### src/icp_pkg.sv
`default_nettype none
package icp_pkg;

  // Number format: two's complement, DW bits with FRAC fraction bits.
  localparam int DW    = 32;
  localparam int FRAC  = 16;
  // Quotient width of the fixed-point divide: (|a| << FRAC) / |b|.
  localparam int QW    = DW + FRAC;
  // Full product width and the widest magnitude that saturation must see.
  localparam int PW    = 2 * DW;
  localparam int MW    = ((PW - FRAC) > QW) ? (PW - FRAC) : QW;
  localparam int CNT_W = $clog2(QW);

  // Operator codes on the input channel.
  localparam int OP_W = 3;
  localparam logic [OP_W-1:0] OP_PLUS   = 3'd0;
  localparam logic [OP_W-1:0] OP_MINUS  = 3'd1;
  localparam logic [OP_W-1:0] OP_TIMES  = 3'd2;
  localparam logic [OP_W-1:0] OP_DIVIDE = 3'd3;
  localparam logic [OP_W-1:0] OP_EQUALS = 3'd4;

  // Pending multiplicative operator.
  localparam int MP_W = 2;
  localparam logic [MP_W-1:0] MP_NONE   = 2'd0;
  localparam logic [MP_W-1:0] MP_TIMES  = 2'd1;
  localparam logic [MP_W-1:0] MP_DIVIDE = 2'd2;

  // Pending additive operator.
  localparam logic ADD_PLUS  = 1'b0;
  localparam logic ADD_MINUS = 1'b1;

  // Result status codes.
  localparam int ST_W = 2;
  localparam logic [ST_W-1:0] ST_OK   = 2'd0;
  localparam logic [ST_W-1:0] ST_DIV0 = 2'd1;
  localparam logic [ST_W-1:0] ST_OVF  = 2'd2;

  // Bits of the sticky error flags.
  localparam int ERR_DIV0_BIT = 0;
  localparam int ERR_OVF_BIT  = 1;

  // Commands from the controller to the datapath.
  typedef struct packed {
    logic load;      // capture an accepted item
    logic mul;       // register the magnitude product
    logic div_step;  // one restoring-divide step
    logic term;      // resolve the new term value
    logic combine;   // fold the term into the sum
    logic emit;      // load the output register and clear the state
  } icp_cmd_t;

  // Status from the datapath to the controller.
  typedef struct packed {
    logic            op_ok;     // operator on the input channel is known
    logic [MP_W-1:0] mp;        // pending multiplicative operator
    logic            op_mul;    // captured operator is times or divide
    logic            op_eq;     // captured operator is equals
    logic            div_last;  // the divider is on its last step
    logic            out_free;  // the output register can take a result
  } icp_sts_t;

endpackage
`default_nettype wire

### src/icp_in_if.sv
`default_nettype none
// Input channel: one operand and the operator written after it.
interface icp_in_if;
  logic                        valid;
  logic                        ready;
  logic signed [icp_pkg::DW-1:0]   operand;
  logic        [icp_pkg::OP_W-1:0] next_op;

  modport source (output valid, output operand, output next_op, input ready);
  modport sink   (input valid, input operand, input next_op, output ready);
endinterface
`default_nettype wire

### src/icp_out_if.sv
`default_nettype none
// Result channel: expression value and its status.
interface icp_out_if;
  logic                        valid;
  logic                        ready;
  logic signed [icp_pkg::DW-1:0]   result;
  logic        [icp_pkg::ST_W-1:0] status;

  modport source (output valid, output result, output status, input ready);
  modport sink   (input valid, input result, input status, output ready);
endinterface
`default_nettype wire

### src/infix_calculator_two_precedence_unit.sv
`default_nettype none
// Two-precedence infix calculator, signed Q16.16.
// in_ch carries one operand and the operator written after it (plus, minus,
// times, divide, equals); a transaction completes when valid and ready are
// both high. Times and divide bind tighter than plus and minus. Only an
// equals transaction produces a result on out_ch: the value of the whole
// expression and a status (ok, division by zero, overflow saturated).
// Unknown operator codes are accepted and have no effect.
// Timing: in_ready is high only while the unit is idle. An accepted item with
// a known operator then goes through the term step; if it closes a term with
// times pending it is multiplied first, and with divide pending the restoring
// divider runs first, producing one of the 48 quotient bits per cycle. Items
// with plus, minus or equals then take a combine step to fold the term into
// the sum. The result of equals is in the output register at the edge where
// the unit returns to idle. The output register decouples the two sides: new
// items are accepted while a result waits; an equals item holds in its final
// step only while the previous result is still untaken. Synchronous active-low
// reset clears the expression state and empties the output register.
module infix_calculator_two_precedence_unit (
  input  wire logic clk,
  input  wire logic rst_n,
  icp_in_if.sink    in_ch,
  icp_out_if.source out_ch
);

  icp_pkg::icp_cmd_t cmd;
  icp_pkg::icp_sts_t sts;

  icp_ctrl u_ctrl (
    .clk      (clk),
    .rst_n    (rst_n),
    .in_valid (in_ch.valid),
    .in_ready (in_ch.ready),
    .sts      (sts),
    .cmd      (cmd)
  );

  icp_dp u_dp (
    .clk        (clk),
    .rst_n      (rst_n),
    .cmd        (cmd),
    .sts        (sts),
    .in_operand (in_ch.operand),
    .in_next_op (in_ch.next_op),
    .out_valid  (out_ch.valid),
    .out_ready  (out_ch.ready),
    .out_result (out_ch.result),
    .out_status (out_ch.status)
  );

endmodule
`default_nettype wire

### src/icp_ctrl.sv
`default_nettype none
// Sequencer for one item: capture, optional multiply or divide, term, and combine for plus, minus or equals.
module icp_ctrl (
  input  wire logic             clk,
  input  wire logic             rst_n,
  input  wire logic             in_valid,
  output logic                  in_ready,
  input  wire icp_pkg::icp_sts_t sts,
  output icp_pkg::icp_cmd_t     cmd
);

  typedef enum logic [4:0] {
    S_IDLE = 5'b00001,
    S_MUL  = 5'b00010,
    S_DIV  = 5'b00100,
    S_TERM = 5'b01000,
    S_COMB = 5'b10000
  } icp_state_t;

  icp_state_t state_r;
  icp_state_t state_nxt;
  logic       take;

  assign in_ready = (state_r == S_IDLE);
  // Items with an unknown operator are accepted and dropped.
  assign take     = in_valid && in_ready && sts.op_ok;

  // Command decode.
  always_comb begin
    cmd          = '0;
    cmd.load     = take;
    cmd.mul      = (state_r == S_MUL);
    cmd.div_step = (state_r == S_DIV);
    cmd.term     = (state_r == S_TERM);
    cmd.combine  = (state_r == S_COMB) && (!sts.op_eq || sts.out_free);
    cmd.emit     = (state_r == S_COMB) && sts.op_eq && sts.out_free;
  end

  // Next state.
  always_comb begin
    state_nxt = state_r;
    unique case (state_r)
      S_IDLE: begin
        if (take) begin
          unique case (sts.mp)
            icp_pkg::MP_TIMES:  state_nxt = S_MUL;
            icp_pkg::MP_DIVIDE: state_nxt = S_DIV;
            default:            state_nxt = S_TERM;
          endcase
        end
      end
      S_MUL:  state_nxt = S_TERM;
      S_DIV: begin
        if (sts.div_last) state_nxt = S_TERM;
      end
      S_TERM: state_nxt = sts.op_mul ? S_IDLE : S_COMB;
      S_COMB: begin
        if (cmd.combine) state_nxt = S_IDLE;
      end
      default: state_nxt = S_IDLE;
    endcase
  end

  always_ff @(posedge clk) begin
    if (!rst_n) begin
      state_r <= S_IDLE;
    end else begin
      state_r <= state_nxt;
    end
  end

endmodule
`default_nettype wire

### src/icp_dp.sv
`default_nettype none
// Expression state, multiplier, restoring divider, saturation and output register.
module icp_dp (
  input  wire logic                               clk,
  input  wire logic                               rst_n,
  input  wire icp_pkg::icp_cmd_t                  cmd,
  output icp_pkg::icp_sts_t                       sts,
  input  wire logic signed [icp_pkg::DW-1:0]      in_operand,
  input  wire logic        [icp_pkg::OP_W-1:0]    in_next_op,
  output logic                                    out_valid,
  input  wire logic                               out_ready,
  output logic signed [icp_pkg::DW-1:0]           out_result,
  output logic        [icp_pkg::ST_W-1:0]         out_status
);

  localparam int DW    = icp_pkg::DW;
  localparam int FRAC  = icp_pkg::FRAC;
  localparam int QW    = icp_pkg::QW;
  localparam int PW    = icp_pkg::PW;
  localparam int MW    = icp_pkg::MW;
  localparam int CNT_W = icp_pkg::CNT_W;
  localparam logic [DW-1:0] MAXV = {1'b0, {(DW-1){1'b1}}};
  localparam logic [DW-1:0] MINV = {1'b1, {(DW-1){1'b0}}};

  function automatic logic [DW-1:0] mag_of(input logic [DW-1:0] v);
    mag_of = v[DW-1] ? (~v + DW'(1)) : v;
  endfunction

  // Architectural state.
  logic [DW-1:0]           sum_r, sum_nxt;
  logic                    add_r, add_nxt;
  logic [DW-1:0]           term_r, term_nxt;
  logic [icp_pkg::MP_W-1:0] mp_r, mp_nxt;
  logic [1:0]              err_r, err_nxt;

  // Captured item and arithmetic registers.
  logic [DW-1:0]           x_r;
  logic [icp_pkg::OP_W-1:0] op_r;
  logic                    neg_r;
  logic                    a_neg_r;
  logic [DW-1:0]           ma_r;
  logic [DW-1:0]           mb_r;
  logic [PW-1:0]           prod_r;
  logic [QW-1:0]           n_r;
  logic [QW-1:0]           q_r;
  logic [DW-1:0]           rem_r;
  logic [CNT_W-1:0]        cnt_r;

  // Output register.
  logic                    out_valid_r, out_valid_nxt;
  logic [DW-1:0]           out_result_r;
  logic [icp_pkg::ST_W-1:0] out_status_r;

  // Divider step.
  logic [DW:0]             rem2;
  logic [DW:0]             rem_diff;
  logic                    q_bit;

  // Term resolution.
  logic [MW-1:0]           m_sel;
  logic [MW-1:0]           limit;
  logic                    t_ovf;
  logic [DW-1:0]           t_mag;
  logic [DW-1:0]           t_built;
  logic [DW-1:0]           t_val;
  logic                    t_ovf_flag;
  logic                    t_div0;

  // Sum update.
  logic [DW:0]             s_wide;
  logic                    s_ovf;
  logic [DW-1:0]           s_val;
  logic [1:0]              err_fin;

  // Status to the controller.
  always_comb begin
    sts          = '0;
    sts.op_ok    = (in_next_op <= icp_pkg::OP_EQUALS);
    sts.mp       = mp_r;
    sts.op_mul   = (op_r == icp_pkg::OP_TIMES) || (op_r == icp_pkg::OP_DIVIDE);
    sts.op_eq    = (op_r == icp_pkg::OP_EQUALS);
    sts.div_last = (cnt_r == CNT_W'(QW - 1));
    sts.out_free = !out_valid_r || out_ready;
  end

  // One restoring step: shift in the next dividend bit, subtract if it fits.
  assign rem2     = {rem_r, n_r[QW-1]};
  assign rem_diff = rem2 - {1'b0, mb_r};
  assign q_bit    = (rem2 >= {1'b0, mb_r});

  // Saturate the product or quotient magnitude and apply the sign.
  assign m_sel   = (mp_r == icp_pkg::MP_TIMES) ? MW'(prod_r >> FRAC) : MW'(q_r);
  assign limit   = MW'(MAXV) + MW'(neg_r);
  assign t_ovf   = (m_sel > limit);
  assign t_mag   = m_sel[DW-1:0];
  assign t_built = neg_r ? (~t_mag + DW'(1)) : t_mag;

  always_comb begin
    t_val      = x_r;
    t_ovf_flag = 1'b0;
    t_div0     = 1'b0;
    unique case (mp_r)
      icp_pkg::MP_TIMES: begin
        t_val      = t_ovf ? (neg_r ? MINV : MAXV) : t_built;
        t_ovf_flag = t_ovf;
      end
      icp_pkg::MP_DIVIDE: begin
        if (mb_r == '0) begin
          t_val  = a_neg_r ? MINV : MAXV;
          t_div0 = 1'b1;
        end else begin
          t_val      = t_ovf ? (neg_r ? MINV : MAXV) : t_built;
          t_ovf_flag = t_ovf;
        end
      end
      default: t_val = x_r;
    endcase
  end

  // Saturating add or subtract of the term into the sum.
  assign s_wide  = (add_r == icp_pkg::ADD_MINUS)
                 ? ({sum_r[DW-1], sum_r} - {term_r[DW-1], term_r})
                 : ({sum_r[DW-1], sum_r} + {term_r[DW-1], term_r});
  assign s_ovf   = (s_wide[DW] != s_wide[DW-1]);
  assign s_val   = s_ovf ? (s_wide[DW] ? MINV : MAXV) : s_wide[DW-1:0];
  assign err_fin = err_r | {s_ovf, 1'b0};

  // Next architectural state.
  always_comb begin
    sum_nxt  = sum_r;
    add_nxt  = add_r;
    term_nxt = term_r;
    mp_nxt   = mp_r;
    err_nxt  = err_r;
    if (cmd.term) begin
      term_nxt = t_val;
      err_nxt  = err_r | {t_ovf_flag, t_div0};
      if (op_r == icp_pkg::OP_TIMES) begin
        mp_nxt = icp_pkg::MP_TIMES;
      end else if (op_r == icp_pkg::OP_DIVIDE) begin
        mp_nxt = icp_pkg::MP_DIVIDE;
      end
    end
    if (cmd.combine) begin
      if (cmd.emit) begin
        sum_nxt = '0;
        add_nxt = icp_pkg::ADD_PLUS;
        err_nxt = '0;
      end else begin
        sum_nxt = s_val;
        add_nxt = (op_r == icp_pkg::OP_MINUS) ? icp_pkg::ADD_MINUS : icp_pkg::ADD_PLUS;
        err_nxt = err_fin;
      end
      term_nxt = '0;
      mp_nxt   = icp_pkg::MP_NONE;
    end
  end

  // Output register: filled on emit, emptied when the receiver takes it.
  always_comb begin
    out_valid_nxt = out_valid_r;
    if (cmd.emit) begin
      out_valid_nxt = 1'b1;
    end else if (out_ready) begin
      out_valid_nxt = 1'b0;
    end
  end

  always_ff @(posedge clk) begin
    if (!rst_n) begin
      sum_r       <= '0;
      add_r       <= icp_pkg::ADD_PLUS;
      term_r      <= '0;
      mp_r        <= icp_pkg::MP_NONE;
      err_r       <= '0;
      out_valid_r <= 1'b0;
    end else begin
      sum_r       <= sum_nxt;
      add_r       <= add_nxt;
      term_r      <= term_nxt;
      mp_r        <= mp_nxt;
      err_r       <= err_nxt;
      out_valid_r <= out_valid_nxt;
    end
  end

  // Payload registers.
  always_ff @(posedge clk) begin
    if (cmd.load) begin
      x_r     <= in_operand;
      op_r    <= in_next_op;
      neg_r   <= term_r[DW-1] ^ in_operand[DW-1];
      a_neg_r <= term_r[DW-1];
      ma_r    <= mag_of(term_r);
      mb_r    <= mag_of(in_operand);
      n_r     <= QW'(mag_of(term_r)) << FRAC;
      q_r     <= '0;
      rem_r   <= '0;
      cnt_r   <= '0;
    end
    if (cmd.mul) begin
      prod_r <= PW'(ma_r) * PW'(mb_r);
    end
    if (cmd.div_step) begin
      rem_r <= q_bit ? rem_diff[DW-1:0] : rem2[DW-1:0];
      q_r   <= {q_r[QW-2:0], q_bit};
      n_r   <= {n_r[QW-2:0], 1'b0};
      cnt_r <= cnt_r + CNT_W'(1);
    end
    if (cmd.emit) begin
      out_result_r <= s_val;
      if (err_fin[icp_pkg::ERR_DIV0_BIT]) begin
        out_status_r <= icp_pkg::ST_DIV0;
      end else if (err_fin[icp_pkg::ERR_OVF_BIT]) begin
        out_status_r <= icp_pkg::ST_OVF;
      end else begin
        out_status_r <= icp_pkg::ST_OK;
      end
    end
  end

  assign out_valid  = out_valid_r;
  assign out_result = out_result_r;
  assign out_status = out_status_r;

endmodule
`default_nettype wire

### src/flat_wrapper.sv
// flat-port wrapper written by rule: the top's interface ports become plain ports
module infix_calculator_two_precedence_unit_flat 
  (clk, rst_n, in_ch_valid, in_ch_operand, in_ch_next_op, in_ch_ready, out_ch_valid, out_ch_result, out_ch_status, out_ch_ready);
  icp_in_if in_ch_i ();
  icp_out_if out_ch_i ();
  input  wire logic clk;
  input  wire logic rst_n;
  input wire logic [$bits(in_ch_i.valid)-1:0] in_ch_valid;
  input wire logic [$bits(in_ch_i.operand)-1:0] in_ch_operand;
  input wire logic [$bits(in_ch_i.next_op)-1:0] in_ch_next_op;
  output wire logic [$bits(in_ch_i.ready)-1:0] in_ch_ready;
  output wire logic [$bits(out_ch_i.valid)-1:0] out_ch_valid;
  output wire logic [$bits(out_ch_i.result)-1:0] out_ch_result;
  output wire logic [$bits(out_ch_i.status)-1:0] out_ch_status;
  input wire logic [$bits(out_ch_i.ready)-1:0] out_ch_ready;
  assign in_ch_i.valid = in_ch_valid;
  assign in_ch_i.operand = in_ch_operand;
  assign in_ch_i.next_op = in_ch_next_op;
  assign in_ch_ready = in_ch_i.ready;
  assign out_ch_valid = out_ch_i.valid;
  assign out_ch_result = out_ch_i.result;
  assign out_ch_status = out_ch_i.status;
  assign out_ch_i.ready = out_ch_ready;
  infix_calculator_two_precedence_unit u_core (.clk(clk), .rst_n(rst_n), .in_ch(in_ch_i), .out_ch(out_ch_i));
endmodule
### config.mk
export PLATFORM = sky130hd
export DESIGN_NAME = infix_calculator_two_precedence_unit_flat
export DESIGN_NICKNAME = d
export VERILOG_FILES = /design/src/icp_pkg.sv /design/src/icp_in_if.sv /design/src/icp_out_if.sv /design/src/infix_calculator_two_precedence_unit.sv /design/src/icp_ctrl.sv /design/src/icp_dp.sv /design/src/flat_wrapper.sv
export SDC_FILE = /design/constraint.sdc
export NUM_CORES = 2
export LEC_CHECK = 0
export ABC_AREA = 1
export BUFFER_PORTS_ARGS = -buffer_cell sky130_fd_sc_hd__buf_2
export CAP_MARGIN = 40
export CORE_UTILIZATION = 40
export DETAILED_ROUTE_END_ITERATION = 12
export PLACE_DENSITY = 0.54
export REMOVE_ABC_BUFFERS = 1
export SYNTH_ARGS = -nofsm -noshare
export SYNTH_HDL_FRONTEND = slang
export SYNTH_SLANG_ARGS = --single-unit
### constraint.sdc
create_clock -name clk -period 7.5 [get_ports clk]
set_input_delay 0.75 -clock clk [delete_from_list [all_inputs] [get_ports clk]]
set_output_delay 0.75 -clock clk [all_outputs]
set_load 0.005 [all_outputs]
# Word-level counts from Yosys, hierarchy flattened

Cells that the tools add are included.

$mul: 1
Mux-type cells: 42
Reduce and logical (&&, ||, !) cells: 18
Order comparisons: 3
Add/subtract/negate cells: 8
Bitwise operators: 7
Equal/unequal tests: 16

Operator list:

| operator              | count |
|---|---|
| $mux 32               | 12 |
| $mux 48               | 5 |
| $add 32x1->32 const B | 3 |
| $not 32->32           | 3 |
| $mul 32x32->64        | 1 |
| $pmux 32 s2           | 1 |
| $gt 48x32->1          | 1 |
| $add 32x32->33        | 1 |
| $ge 33x32->1          | 1 |
| $mux 33               | 1 |
| $sub 32x32->33        | 1 |
| $add 31x1->32 const A | 1 |
| $logic_not 32->1      | 1 |
| $sub 32x32->32        | 1 |
| $mux 31               | 1 |
| $pmux 5 s5            | 1 |
| $mux 5                | 4 |
| $mux 2                | 6 |
| $mux 6                | 2 |
| $pmux 4 s2            | 1 |
| $reduce_bool 2->1     | 4 |
| $mux 1                | 7 |
| $add 6x1->6 const B   | 1 |
| $eq 3x2->1 const B    | 2 |
| 24 further kinds      | 33 |

Flip-flop bits (word level): 392
Input bits: 39

# Logic depth before layout (Yosys ltp)

Word-level depth: 8
Gate-level depth with buffers: 33
Gate-level depth less buffers: 31

# Hierarchy

A second synthesis with hierarchy kept.

Cells, all modules: 7245
Area total of the unflattened synthesis: 56793.2 um2

By module, submodules not included:

| module   | cells each | area an instance (um2) | times used |
|---|---|---|---|
| icp_dp   | 7185       | 56394.1                | 1 |
| icp_ctrl | 60         | 399.1                  | 1 |

# Worst setup path after synthesis

Ideal clock, no wire load.

Kind: register -> register
Start point: reg u_core.u_dp.mb_r[11]
End point: reg u_core.u_dp.prod_r[46] (data pin)
Path buffers: 2
Required time: 7.242 ns
Setup time: 0.258 ns
Path slack: 0.598 ns
Clock period less this slack: 6.902 ns
Data arrival time: 6.643 ns
Stages on the path, launching flop included: 28
Cells stage by stage: edfxtp_1 clkbuf_1 clkbuf_1 nand2_1 fa_1 inv_1 fa_1 fa_1 inv_1 fa_1 inv_1 fa_1 fa_1 fa_1 inv_1 fa_1 inv_1 ha_1 nand2_1 nor2_1 inv_1 nor3_1 nand2_1 nand3_1 a21oi_1 o21ai_0 a21oi_1 xnor2_1

Longest elaborated chain between the ends: 1

RTL lines:

| element                  | RTL line      | text |
|---|---|---|
| start: declaration       | icp_dp.sv:42  | `logic [DW-1:0] mb_r;` |
| start signal: assignment | icp_dp.sv:195 | `mb_r <= mag_of(in_operand);` |
| $mul 32x32->64           | icp_dp.sv:202 | `prod_r <= PW'(ma_r) * PW'(mb_r);` |
| end signal: assignment   | icp_dp.sv:202 |  |
| end: declaration         | icp_dp.sv:43  | `logic [PW-1:0] prod_r;` |

No other way between the ends.
A chain may end at the register's enable or synchronous reset.

# Worst setup path after layout

Start point: reg u_core.u_dp.ma_r[15]
End point: reg u_core.u_dp.prod_r[57] (data pin)

Longest elaborated chain between the ends: 1

RTL lines:

| element                  | RTL line      | text |
|---|---|---|
| start: declaration       | icp_dp.sv:41  | `logic [DW-1:0] ma_r;` |
| start signal: assignment | icp_dp.sv:194 | `ma_r <= mag_of(term_r);` |
| $mul 32x32->64           | icp_dp.sv:202 |  |

No other way between the ends.

==> impl_summary.md <==
Global routing
The total overflow left after global routing is 0. The largest net degree at the start of global routing is 64. The combined global-route utilization of all metal layers is 0.257. The number of global-route vias before repair is 46726. The initial antenna violation count was 2. The first-pass GRT wire length is 280000 um.

Die
From bottom edge to top edge, the die measures 379 um. After floorplanning, the core was divided into 137 placement rows. The floorplan core area is 140000 um2. The starting density of the core is 0.405. The horizontal extent of the die is 379 um. The die area is 143000 um2.

For this design the top-level I/O count stands at 75.

Place
The half-perimeter wire length after placement is 146000 um. At the placement stage, the worst setup path has a slack of 0.0203 ns. At the end of routability-driven placement, the weighted congestion stood at 0.959. The placed instances occupy a cell area of 61100 um2.

The number of input and output port buffers inserted is 74.

CTS
The number of H-tree branching levels is 2. The CTS tree is built. After clock tree synthesis, the clock-pin slew on the worst setup and hold paths is 0.07 ns. The CTS buffer count is 46. Buffers inserted to repair hold after CTS numbered 0. The cell sitting at the root of the clock tree is a clkbuf_16. The source-to-sink clock delay at the later pin of the worst-skew pair is 0.65 ns. The number of buffers between clock root and the deepest sink is 3. The TritonCTS sink count is 375.

Setup path
The worst setup path is captured at a register. Along the worst path, the maximum fanout reaches 21. The logic depth of the worst register-to-register path is 26. For flop-to-flop paths, the worst setup slack is 0.19 ns. The required time of the critical path is 7.86 ns. The cell repeated most along the worst path is fa_1. On the worst path, the slowest cell contributes a delay of 0.61 ns.

The worst path arrival time is 7.68 ns. The critical path is of the reg2reg type. The startpoint type of the worst setup path is a register. In this run the critical register-to-register path is launched from u_core.u_dp.ma_r[15]. The capture point of the worst reg-to-reg path is u_core.u_dp.prod_r[57].

The cell with the largest stage delay on the worst path is fa_1.

STA
The worst setup skew after layout is 0.0758 ns. Setup repair after global routing could not meet its margin everywhere. Based on the critical path, the design can be clocked at up to 137 MHz.

At the pin with the least slew margin, the transition time is 0.939 ns. The worst path setup slack after routing is 0.185 ns. Of the available clock period, the critical path in the final layout requires 0.975.

The count of endpoints failing hold in the final timing report is 0. Measured against its own limit, the worst slew margin works out to 0.370. The number of pins with negative max-slew slack in the final report was 0. The final-layout setup total negative slack is 0 ns. The total of endpoints with negative setup slack in the final report is 0.

Final hold analysis gives a worst-case slack of 0.301 ns. The final critical delay including setup and external delays is 7.31 ns.

Status
The run finished with clean final reports.

Finish
The number of inserted filler cells in the final layout is 14143. In the final layout, the share of cells above drive strength 1 is 0.0753. The area used by sequential logic in the layout is 10500 um2. Compared with the post-synthesis result, the final layout area differs by 11.0%.

In the final layout, the multi-input gates occupy 38200 um2. Summing all non-filler instances in the final layout gives an area of 63000 um2. The net total in the final layout is 8635.

Worst hold path
The worst hold path terminates at u_core.u_dp.op_r[2]. The number of instances on the worst hold path is 1. The worst hold path begins at in_ch_next_op[2]. The kind of path behind the tightest hold check is in2reg.

Route
The total wire length is 179000 um. Summing over every cut layer, the via total after detailed routing is 45831. After detailed routing, the number of vias per cell comes to 4.96. The first detailed-routing pass ran for 5 iterations.

The per-cell routed wire length is 19.4 um. The antenna violation net count after detailed routing is 0. After detailed routing, the number of remaining DRC violations is 0. In this run, the number of DRC markers left after iteration 0 of detailed routing was 3496.

Synth
The most used flip-flop cell after synthesis is edfxtp_1. After synthesis, the largest family of logic cells by area is adder cells. The simple-gate area share of the yosys netlist is 0.181. Counting flops with a built-in enable in the synthesized netlist gives 300. Of the total synthesized cell area, the portion taken by full adders, half adders and majority gates is 0.397.

The share of the yosys chip area belonging to registers is 0.185. The post-synthesis compound-gate area fraction came to 0.0677. Yosys printed 0 warnings. The area of the mapped netlist is 56700 um2. The count of cell types in the netlist is 58. The gate count after technology mapping is 7250. The mean post-synth cell area is 7.83 um2.

The synthesized-area fraction occupied by xor and xnor cells is 0.0225. Counting flops and latches in the post-synthesis netlist gives 375. After synthesis, the share of cell area in mux cells is 0. The share of flip-flops with an asynchronous set or reset after synthesis is 0.

Flow run
Max-cap violations in this run came to 0.
## per-layer routing
metal	vias up	wire length, um	GRT usage
met5	-	13	0
met4	2	3290	0.0452
met3	172	10500	0.0230
met2	1286	82300	0.416
met1	22742	83200	0.377
li1	21629	-	-
## sequential cells by signal, summed over array words and instances (netlist names), 2 cells and up
signal                  flops
u_core.u_dp.out_result     32
u_core.u_dp.x_r            32
u_core.u_dp.err_r           2
u_core.u_dp.cnt_r           6
u_core.u_dp.op_r            3
u_core.u_dp.q_r            48
u_core.u_dp.term_r         32
u_core.u_dp.mp_r            2
u_core.u_ctrl.state_r       5
u_core.u_dp.rem_r          32
u_core.u_dp.ma_r           32
u_core.u_dp.mb_r           31
u_core.u_dp.prod_r         48
u_core.u_dp.out_status      2
u_core.u_dp.n_r            32
u_core.u_dp.sum_r          32
## worst max path at each step
| stage | startpoint | end | slack, ns | cells after the start |
|---|---|---|---|---|
| 3_3_place_gp | u_core.u_dp.mb_r[8] | u_core.u_dp.prod_r[61] | 0.02 | 26 |
| 4_1_cts | u_core.u_dp.mb_r[8] | u_core.u_dp.prod_r[46] | 0.02 | 26 |
| 2_1_floorplan | u_core.u_dp.mb_r[11] | u_core.u_dp.prod_r[46] | 0.50 | 25 |
| 6_report | u_core.u_dp.ma_r[15] | u_core.u_dp.prod_r[57] | 0.19 | 26 |
| 5_1_grt | u_core.u_dp.mb_r[4] | u_core.u_dp.prod_r[61] | -0.06 | 26 |
| 3_5_place_dp | u_core.u_dp.ma_r[16] | u_core.u_dp.prod_r[61] | 0.02 | 26 |
## metrics by stage
step / util / std cells
5_1_grt: 0.450 / 9248
6_report: 0.450 / 9249
3_5_place_dp: 0.436 / 9161
2_1_floorplan: - / 6949
3_3_place_gp: 0.435 / 9149
4_1_cts: 0.448 / 9247
## critical path: cells and delay by family (launching register included)
kind,cells,cell delay [ns]
adder cells (fa/ha/maj),9,4.53
AO/OA/AOI/OAI,5,0.87
flip-flops,1,0.41
XOR/XNOR,1,0.17
AND/OR/NAND/NOR,2,0.19
buffers and inverters,9,0.83
## placed cells by master, fill, tap and decap left out, types with 67 or more instances in the layout
cell | Yosys | final
a21oi_1 | 276 | 257
buf_12 | 1 | 67
fa_1 | 897 | 894
buf_4 | 3 | 188
dfxtp_1 | 75 | 75
nand3_1 | 112 | 108
nand2_1 | 1883 | 1877
inv_1 | 1874 | 1873
nor2_1 | 429 | 415
ha_1 | 365 | 359
buf_2 | 10 | 76
edfxtp_1 | 300 | 300
xor2_1 | 94 | 94
o21ai_0 | 244 | 224
## synthesized netlist by cell type, types with 53 or more instances
library cell / n / area (um2)
nor2_1: 429 / 1610
edfxtp_1: 300 / 9010
o21ai_0: 244 / 1220
xor2_1: 94 / 823
clkbuf_1: 265 / 995
nand3_1: 112 / 561
a21oi_1: 276 / 1380
inv_1: 1874 / 7030
ha_1: 365 / 4570
nand2_1: 1883 / 7070
nor3_1: 53 / 265
fa_1: 897 / 18000
dfxtp_1: 75 / 1500
## timing repair
action	CTS	global route
gates cloned	0	0
setup buffers	0	1
gates resized for setup	1	80
pin swaps	0	3
endpoints found under the setup margin	1	36
## final cells by class
cell class | count | share of cell area
Multi-Input combinational cell | 4686 | 0.606
Sequential cell | 375 | 0.167
Inverter | 1888 | 0.113
Timing Repair Buffer | 337 | 0.0514
Tap cell | 1876 | 0.0373
Clock buffer | 57 | 0.0204
Clock inverter | 29 | 0.00489
Antenna cell | 1 | 0.0000397
## kinds of logic after synthesis
logic type / count (synthesis)
and+or+nand+nor: 2586
buffers and inverters: 2189
adders and majority gates: 1262
AOI/OAI and AO/OA: 692
DFF: 375
xor gates and xnor gates: 146
Power is left out: the tool's default activity adds up to more than one toggle a clock period on the data nets, which glitch-free logic cannot reach.
